File: src/rtl/sha_pkg.sv
// Package with shared types, constants and the round constant table for the SHA-256 hasher.
package sha_pkg;

  localparam int unsigned WordW   = 32;
  localparam int unsigned NumHash = 8;
  localparam int unsigned NumBuf  = 16;
  localparam int unsigned NumRnd  = 64;
  localparam int unsigned CntW    = 61;

  localparam logic [7:0] PadByte = 8'h80;

  localparam logic [WordW-1:0] HashInit [NumHash] = '{
    32'h6a09e667, 32'hbb67ae85, 32'h3c6ef372, 32'ha54ff53a,
    32'h510e527f, 32'h9b05688c, 32'h1f83d9ab, 32'h5be0cd19
  };

  typedef logic [WordW-1:0] word_t;

  typedef enum logic [1:0] {
    ST_IDLE,
    ST_COMP,
    ST_OUT
  } state_t;

  function automatic word_t rotr(input word_t x, input int unsigned n);
    rotr = (x >> n) | (x << (WordW - n));
  endfunction

  function automatic word_t k_const(input logic [5:0] i);
    word_t k;
    unique case (i)
      6'd0:  k = 32'h428a2f98;  6'd1:  k = 32'h71374491;
      6'd2:  k = 32'hb5c0fbcf;  6'd3:  k = 32'he9b5dba5;
      6'd4:  k = 32'h3956c25b;  6'd5:  k = 32'h59f111f1;
      6'd6:  k = 32'h923f82a4;  6'd7:  k = 32'hab1c5ed5;
      6'd8:  k = 32'hd807aa98;  6'd9:  k = 32'h12835b01;
      6'd10: k = 32'h243185be;  6'd11: k = 32'h550c7dc3;
      6'd12: k = 32'h72be5d74;  6'd13: k = 32'h80deb1fe;
      6'd14: k = 32'h9bdc06a7;  6'd15: k = 32'hc19bf174;
      6'd16: k = 32'he49b69c1;  6'd17: k = 32'hefbe4786;
      6'd18: k = 32'h0fc19dc6;  6'd19: k = 32'h240ca1cc;
      6'd20: k = 32'h2de92c6f;  6'd21: k = 32'h4a7484aa;
      6'd22: k = 32'h5cb0a9dc;  6'd23: k = 32'h76f988da;
      6'd24: k = 32'h983e5152;  6'd25: k = 32'ha831c66d;
      6'd26: k = 32'hb00327c8;  6'd27: k = 32'hbf597fc7;
      6'd28: k = 32'hc6e00bf3;  6'd29: k = 32'hd5a79147;
      6'd30: k = 32'h06ca6351;  6'd31: k = 32'h14292967;
      6'd32: k = 32'h27b70a85;  6'd33: k = 32'h2e1b2138;
      6'd34: k = 32'h4d2c6dfc;  6'd35: k = 32'h53380d13;
      6'd36: k = 32'h650a7354;  6'd37: k = 32'h766a0abb;
      6'd38: k = 32'h81c2c92e;  6'd39: k = 32'h92722c85;
      6'd40: k = 32'ha2bfe8a1;  6'd41: k = 32'ha81a664b;
      6'd42: k = 32'hc24b8b70;  6'd43: k = 32'hc76c51a3;
      6'd44: k = 32'hd192e819;  6'd45: k = 32'hd6990624;
      6'd46: k = 32'hf40e3585;  6'd47: k = 32'h106aa070;
      6'd48: k = 32'h19a4c116;  6'd49: k = 32'h1e376c08;
      6'd50: k = 32'h2748774c;  6'd51: k = 32'h34b0bcb5;
      6'd52: k = 32'h391c0cb3;  6'd53: k = 32'h4ed8aa4a;
      6'd54: k = 32'h5b9cca4f;  6'd55: k = 32'h682e6ff3;
      6'd56: k = 32'h748f82ee;  6'd57: k = 32'h78a5636f;
      6'd58: k = 32'h84c87814;  6'd59: k = 32'h8cc70208;
      6'd60: k = 32'h90befffa;  6'd61: k = 32'ha4506ceb;
      6'd62: k = 32'hbef9a3f7;  6'd63: k = 32'hc67178f2;
      default: k = '0;
    endcase
    k_const = k;
  endfunction

endpackage

File: src/rtl/sha256_byte_stream_hasher.sv
// Top level of the SHA-256 byte stream hasher: byte packing, padding control and digest output.
// A byte request is accepted whenever the block is idle; the byte that completes a 64-byte block
// starts a compression of 64 rounds in the shared round unit, one round per cycle, and input is
// stalled until the chaining value is updated. An end request runs one or two such compressions
// (two when fewer than 8 bytes of room remain after the 0x80 byte) and then delivers the eight
// digest words, word 0 first, one per accepted output cycle, after which the block returns to its
// initial state.
module sha256_byte_stream_hasher (
  input  logic        clk,
  input  logic        rst_n,
  input  logic        in_valid,
  output logic        in_stall,
  input  logic        in_kind,
  input  logic [7:0]  in_data_byte,
  output logic        out_valid,
  input  logic        out_stall,
  output logic [31:0] out_digest_word,
  output logic [2:0]  out_word_index,
  output logic        out_last_word
);
  import sha_pkg::*;

  state_t          state_r, state_nxt;
  word_t           hash_r   [NumHash];
  word_t           hash_nxt [NumHash];
  word_t           buf_r    [NumBuf];
  word_t           buf_nxt  [NumBuf];
  logic [5:0]      pos_r, pos_nxt;
  logic [CntW-1:0] cnt_r, cnt_nxt;
  logic            end_r, end_nxt;
  logic            second_r, second_nxt;
  logic            start_r, start_nxt;
  logic [2:0]      idx_r, idx_nxt;

  logic            core_busy, core_done;
  word_t           core_vars [NumHash];
  logic            in_acc, out_acc;
  logic [63:0]     bit_len;
  logic [7:0]      wr_byte;
  logic [3:0]      wr_word;
  logic [4:0]      wr_sh;

  sha_core u_core (
    .clk      (clk),
    .rst_n    (rst_n),
    .start    (start_r),
    .hash_in  (hash_r),
    .block_in (buf_r),
    .busy     (core_busy),
    .done     (core_done),
    .vars_out (core_vars)
  );

  assign in_acc  = in_valid && !in_stall;
  assign out_acc = out_valid && !out_stall;
  assign bit_len = {cnt_r, 3'b000};
  assign wr_byte = in_kind ? PadByte : in_data_byte;
  assign wr_word = pos_r[5:2];
  assign wr_sh   = {~pos_r[1:0], 3'b000};

  // Next state.
  always_comb begin
    state_nxt = state_r;
    unique case (state_r)
      ST_IDLE: if (in_acc && (in_kind || pos_r == 6'd63)) state_nxt = ST_COMP;
      ST_COMP: if (core_done && !(end_r && second_r)) state_nxt = end_r ? ST_OUT : ST_IDLE;
      ST_OUT:  if (out_acc && idx_r == 3'd7) state_nxt = ST_IDLE;
      default: state_nxt = ST_IDLE;
    endcase
  end

  // Outputs.
  always_comb begin
    in_stall        = (state_r != ST_IDLE);
    out_valid       = (state_r == ST_OUT);
    out_digest_word = hash_r[idx_r];
    out_word_index  = idx_r;
    out_last_word   = (idx_r == 3'd7);
  end

  // Datapath updates.
  always_comb begin
    hash_nxt   = hash_r;
    buf_nxt    = buf_r;
    pos_nxt    = pos_r;
    cnt_nxt    = cnt_r;
    end_nxt    = end_r;
    second_nxt = second_r;
    start_nxt  = 1'b0;
    idx_nxt    = idx_r;
    unique case (state_r)
      ST_IDLE: begin
        if (in_acc) begin
          buf_nxt[wr_word] = (buf_r[wr_word] & ~(word_t'(8'hff) << wr_sh))
                           | (word_t'(wr_byte) << wr_sh);
          pos_nxt = pos_r + 6'd1;
          if (!in_kind) begin
            cnt_nxt = cnt_r + CntW'(1);
            end_nxt = 1'b0;
            if (pos_r == 6'd63) start_nxt = 1'b1;
          end else begin
            end_nxt   = 1'b1;
            start_nxt = 1'b1;
            // No room for the length: compress this block, then a length-only block.
            if (pos_r >= 6'd56) begin
              second_nxt = 1'b1;
            end else begin
              second_nxt  = 1'b0;
              buf_nxt[14] = bit_len[63:32];
              buf_nxt[15] = bit_len[31:0];
            end
          end
        end
      end
      ST_COMP: begin
        if (core_done) begin
          for (int i = 0; i < NumHash; i++) hash_nxt[i] = hash_r[i] + core_vars[i];
          for (int i = 0; i < NumBuf; i++) buf_nxt[i] = '0;
          idx_nxt = '0;
          if (end_r && second_r) begin
            buf_nxt[14] = bit_len[63:32];
            buf_nxt[15] = bit_len[31:0];
            second_nxt  = 1'b0;
            start_nxt   = 1'b1;
          end
        end
      end
      ST_OUT: begin
        if (out_acc) begin
          idx_nxt = idx_r + 3'd1;
          if (idx_r == 3'd7) begin
            hash_nxt = HashInit;
            cnt_nxt  = '0;
            pos_nxt  = '0;
            end_nxt  = 1'b0;
          end
        end
      end
      default: ;
    endcase
  end

  always_ff @(posedge clk) begin
    if (!rst_n) begin
      state_r  <= ST_IDLE;
      hash_r   <= HashInit;
      for (int i = 0; i < NumBuf; i++) buf_r[i] <= '0;
      pos_r    <= '0;
      cnt_r    <= '0;
      end_r    <= 1'b0;
      second_r <= 1'b0;
      start_r  <= 1'b0;
      idx_r    <= '0;
    end else begin
      state_r  <= state_nxt;
      hash_r   <= hash_nxt;
      buf_r    <= buf_nxt;
      pos_r    <= pos_nxt;
      cnt_r    <= cnt_nxt;
      end_r    <= end_nxt;
      second_r <= second_nxt;
      start_r  <= start_nxt;
      idx_r    <= idx_nxt;
    end
  end

`ifndef SYNTHESIS
  a_start_in_comp: assert property (@(posedge clk) disable iff (!rst_n)
    start_r |-> state_r == ST_COMP) else $error("compression started outside compress state");
  a_first_word: assert property (@(posedge clk) disable iff (!rst_n)
    $rose(out_valid) |-> out_word_index == 3'd0) else $error("digest does not start at word 0");
  a_out_no_core: assert property (@(posedge clk) disable iff (!rst_n)
    out_valid |-> !core_busy && in_stall) else $error("digest out while hashing");
`endif

endmodule

File: src/rtl/sha_core.sv
// Shared SHA-256 round unit: one compression round per cycle over the 64 rounds.
module sha_core (
  input  logic              clk,
  input  logic              rst_n,
  input  logic              start,
  input  sha_pkg::word_t    hash_in  [sha_pkg::NumHash],
  input  sha_pkg::word_t    block_in [sha_pkg::NumBuf],
  output logic              busy,
  output logic              done,
  output sha_pkg::word_t    vars_out [sha_pkg::NumHash]
);
  import sha_pkg::*;

  word_t      v_r   [NumHash];
  word_t      v_nxt [NumHash];
  word_t      w_r   [NumBuf];
  word_t      w_nxt [NumBuf];
  logic [5:0] rnd_r;
  logic       busy_r;
  logic       done_r;

  word_t t1, t2, s0, s1, w_new;

  always_comb begin
    s0    = rotr(w_r[1], 7) ^ rotr(w_r[1], 18) ^ (w_r[1] >> 3);
    s1    = rotr(w_r[14], 17) ^ rotr(w_r[14], 19) ^ (w_r[14] >> 10);
    w_new = s1 + w_r[9] + s0 + w_r[0];
    t1 = v_r[7] + (rotr(v_r[4], 6) ^ rotr(v_r[4], 11) ^ rotr(v_r[4], 25))
       + ((v_r[4] & v_r[5]) ^ (~v_r[4] & v_r[6])) + k_const(rnd_r) + w_r[0];
    t2 = (rotr(v_r[0], 2) ^ rotr(v_r[0], 13) ^ rotr(v_r[0], 22))
       + ((v_r[0] & v_r[1]) ^ (v_r[0] & v_r[2]) ^ (v_r[1] & v_r[2]));
    v_nxt[0] = t1 + t2;
    v_nxt[1] = v_r[0];
    v_nxt[2] = v_r[1];
    v_nxt[3] = v_r[2];
    v_nxt[4] = v_r[3] + t1;
    v_nxt[5] = v_r[4];
    v_nxt[6] = v_r[5];
    v_nxt[7] = v_r[6];
    for (int i = 0; i < NumBuf - 1; i++) w_nxt[i] = w_r[i+1];
    w_nxt[NumBuf-1] = w_new;
  end

  always_ff @(posedge clk) begin
    if (!rst_n) begin
      busy_r <= 1'b0;
      done_r <= 1'b0;
      rnd_r  <= '0;
    end else begin
      done_r <= 1'b0;
      if (start) begin
        busy_r <= 1'b1;
        rnd_r  <= '0;
      end else if (busy_r) begin
        rnd_r <= rnd_r + 6'd1;
        if (rnd_r == 6'(NumRnd - 1)) begin
          busy_r <= 1'b0;
          done_r <= 1'b1;
        end
      end
    end
  end

  always_ff @(posedge clk) begin
    if (start) begin
      v_r <= hash_in;
      w_r <= block_in;
    end else if (busy_r) begin
      v_r <= v_nxt;
      w_r <= w_nxt;
    end
  end

  assign busy     = busy_r;
  assign done     = done_r;
  assign vars_out = v_r;

`ifndef SYNTHESIS
  a_no_restart: assert property (@(posedge clk) disable iff (!rst_n)
    busy_r |-> !start) else $error("compression restarted while busy");
  a_done_idle: assert property (@(posedge clk) disable iff (!rst_n)
    done_r |-> !busy_r) else $error("done raised while busy");
  a_done_after_last: assert property (@(posedge clk) disable iff (!rst_n)
    done_r |-> $past(rnd_r) == 6'(NumRnd - 1)) else $error("done not after last round");
`endif

endmodule

File: config.mk
export PLATFORM = sky130hd
export DESIGN_NAME = sha256_byte_stream_hasher
export DESIGN_NICKNAME = d
export VERILOG_FILES = /design/src/rtl/sha_pkg.sv /design/src/rtl/sha256_byte_stream_hasher.sv /design/src/rtl/sha_core.sv
export SDC_FILE = /design/constraint.sdc
export NUM_CORES = 2
export LEC_CHECK = 0
export ABC_AREA = 0
export BUFFER_PORTS_ARGS = -buffer_cell sky130_fd_sc_hd__clkbuf_2
export CORE_ASPECT_RATIO = 1.4
export CORE_MARGIN = 5
export CORE_UTILIZATION = 60
export CTS_BUF_LIST = sky130_fd_sc_hd__clkbuf_4
export DETAILED_ROUTE_END_ITERATION = 8
export PLACE_DENSITY = 0.75
export SLEW_MARGIN = 20
export SYNTH_ARGS = -nofsm -noshare
export SYNTH_HDL_FRONTEND = slang
export SYNTH_HIERARCHICAL = 1
export SYNTH_SLANG_ARGS = --single-unit
File: constraint.sdc
create_clock -name clk -period 36.3 [get_ports clk]
set_clock_uncertainty 0.1 [all_clocks]
set_input_delay 7.26 -clock clk [delete_from_list [all_inputs] [get_ports clk]]
set_output_delay 7.26 -clock clk [all_outputs]
set_load 0.02 [all_outputs]
==> results.cfg <==
[status]
status = completed

[hold_path]
hold_class = register to register
min_to = hash_r[160]
hold_path_startpoint = hash_r[160]
hold_depth = 2

[global_route]
grt_pass1_vias = 81390
grt_pass1_wl_um = 502000
grt_max_degree = 195
grt.busiest_layer = met2
grt_util_met2 = 0.634
grt-ovfl-total = 0
grtUsageMet1 = 0.417
antenna_found_initial = 13
gr-usage-all-layers = 0.381
use_met3 = 0.0750

[flow_run]
maxCapViolations = 0

[clock_tree]
post_cts_resized = 0
cts_num_sinks = 1651
hold_buffers = 0
cts-root-buf = clkbuf_4
clk_latency_ns = 1.43
clkTransAtPathRegs_ns = 0.07
cts_tree = yes
clockBufferDepth = 4
cts_setup_buffers = 0
cts_inserted_buffers = 423
cts-htree-levels = 5

[worst_setup_path]
crit_required_ns = 28.94
critPathLaunchType = register
worstSetupEndpointType = primary output
cp.arrival_ns = 4.12
cp_max_fo = 36
r2r-start = u_core/vars_out[125]
r2r_cells = 28
r2r_setup_slack_ns = 26.69
r2r_end = u_core/vars_out[255]
crit_type = register to primary output

[layout]
drive_gt1_frac = 0.186
utilization = 0.647
area_delta_synth_final_pct = 7.23
nets = 10543

[yosys]
yosys.area.top_type_share = 0.233
synthCells = 9948
synth.largest_area_cell = edfxtp_1
ys_seq_area_frac = 0.411
synthTopCellsByArea = edfxtp_1 (23%), dfxtp_1 (18%), mux2_2 (8.2%)
synth_top_family_by_area = compound AO/OA/AOI/OAI gates
synth_compound_area_frac = 0.154
synth-main-ff-cell = dfxtp_1
synthAdderAreaFrac = 0.0902
syn_area_um2 = 99100
synth-xor-area-share = 0.0552
postSynthAreaPerCell_um2 = 9.96
syn_nets = 10557
synth_edf_count = 768
yosysWarnings = 6
async_reset_ff_frac = 0
synth_seq_cells = 1651
synth_simple_gate_area_frac = 0.114
yosysUniqueCellTypes = 113
synthMuxAreaShare = 0.134

[floorplan]
ios = 51
dieArea_um2 = 174000
dieWidth_um = 354
core_um2 = 164000
start_util = 0.603
rows = 176
die_h_um = 491

[sta]
timing.final.crit_share = 0.316
drv_slew = 0
setup_viol = 0
period_needed_ns = 11.48
fin_tns_setup_ns = 0
tightest_slew_ns = 1.29
max_freq_ghz = 0.0871
rsz0062_at_grt = false
finalHoldViolations = 0
slew-limit-headroom = 0.141

[routing]
viasPerCell = 6.54
drcViolationCount = 0
detail-route-antenna-nets = 0
drt_iter0_drc = 8987
wirelength_um = 341000
firstDrtPassIters = 8
vias = 81209
routedWlPerCell_um = 27.4

[place]
hpwlAfterDp_um = 237000
routabilityCongestion = 1.02
io_buffer_count = 50
metrics by stage:
step	area [µm²]	instances	setup slack, ns	hold WS (ns)
2_1_floorplan	99100	9948	24.92	0.349
3_3_place_gp	101000	11645	24.83	0.365
3_5_place_dp	101000	11645	24.80	0.375
4_1_cts	106000	12414	24.67	0.385
5_1_grt	106000	12421	24.63	0.405
6_report	106000	12425	24.82	0.384
cell usage after synthesis, types with 12 or more instances:
library cell,n
xor2_1,247
a31oi_1,52
clkbuf_1,494
or3_1,53
a21boi_0,17
mux2_2,719
or2_2,19
o31ai_1,38
a21oi_4,28
a22oi_1,51
o22ai_1,68
o21ai_0,473
nor2_1,1430
nor3_1,110
and3_1,58
xnor2_1,372
a311oi_1,12
fa_1,195
o21bai_1,49
buf_1,54
ha_1,401
a211oi_1,84
o21a_1,54
nand4_1,34
o211ai_1,65
dfxtp_1,883
nand2b_1,68
nor4_1,21
nand3_1,87
nand2_1,565
mux4_2,224
nor2b_1,56
and2_1,44
o21ai_1,45
a211o_1,21
nand3b_1,16
buf_2,52
inv_1,434
edfxtp_1,768
nor3b_1,15
a221oi_1,14
a2111oi_0,42
a21o_1,222
a21oi_1,963
per-layer routing:
| metal | share of wire | vias up |
|---|---|---|
| li1 | - | 35894 |
| met1 | 0.34 | 39330 |
| met2 | 0.48 | 4583 |
| met3 | 0.081 | 1396 |
| met4 | 0.10 | 6 |
| met5 | 0.00013 | - |
flip-flops by register name, indices dropped and copies added, names as in the netlist, 2 cells and up, named ones only:
signal	flops
state_r	2
cnt_r	61
hash_r	256
u_core/w_nxt	480
out_word_index	3
buf_r	512
u_core/w_r	32
u_core/vars_out	256
pos_r	6
u_core/rnd_r	6
area by class of cell:
| cell class | count | area, µm² |
|---|---|---|
| inverters | 442 | 1670 |
| flip-flops and latches | 1651 | 40800 |
| clock inverters | 145 | 648 |
| multi-input cells | 7242 | 54600 |
| well taps | 2136 | 2670 |
| clock buffers | 624 | 4680 |
| fillers | 13274 | 58000 |
| repair buffers | 174 | 1270 |
| diodes | 11 | 27.5 |
how the worst max path moves through the flow:
stage                           start             endpoint  slack [ns]  cells after the start
floorplan                     start_r   u_core/vars_out[0]       24.92                      5
finish              out_word_index[0]  out_digest_word[26]       24.82                      4
CTS                 out_word_index[0]  out_digest_word[31]       24.67                      4
detailed placement              rst_n            buf_r[18]       24.80                      7
global placement                rst_n            buf_r[23]       24.83                      7
global route        out_word_index[0]  out_digest_word[31]       24.63                      4
cells in the final DEF, fill, tap and decap left out, types with 65 or more instances in the layout:
cell,n
clkbuf_4,624
nand2_1,561
edfxtp_1,768
mux4_2,224
clkinv_1,125
mux2_2,719
o22ai_1,68
xnor2_1,371
a21o_1,222
nand3_1,87
o211ai_1,65
nand2b_1,65
dfxtp_1,875
nor3_1,110
ha_1,399
inv_1,433
a211oi_1,84
xor2_1,247
a21oi_1,963
nor2_1,1425
buf_4,117
fa_1,195
o21ai_0,472
logic make-up after synthesis:
logic type / count (synthesis)
AO/OA/AOI/OAI: 2451
XOR/XNOR: 621
adder cells (fa/ha/maj): 598
buffers and inverters: 1055
flip-flops: 1651
multiplexers: 954
AND/OR/NAND/NOR: 2618
worst max-delay path, cell delays in order, from the launching register on:
cell	delay [ns]
dfxtp_4	0.80
buf_4	0.71
mux4_2	0.64
mux2_2	0.31
clkbuf_2	0.16
Power is left out: the tool's default activity adds up to more than one toggle a clock period on the data nets, which glitch-free logic cannot reach.
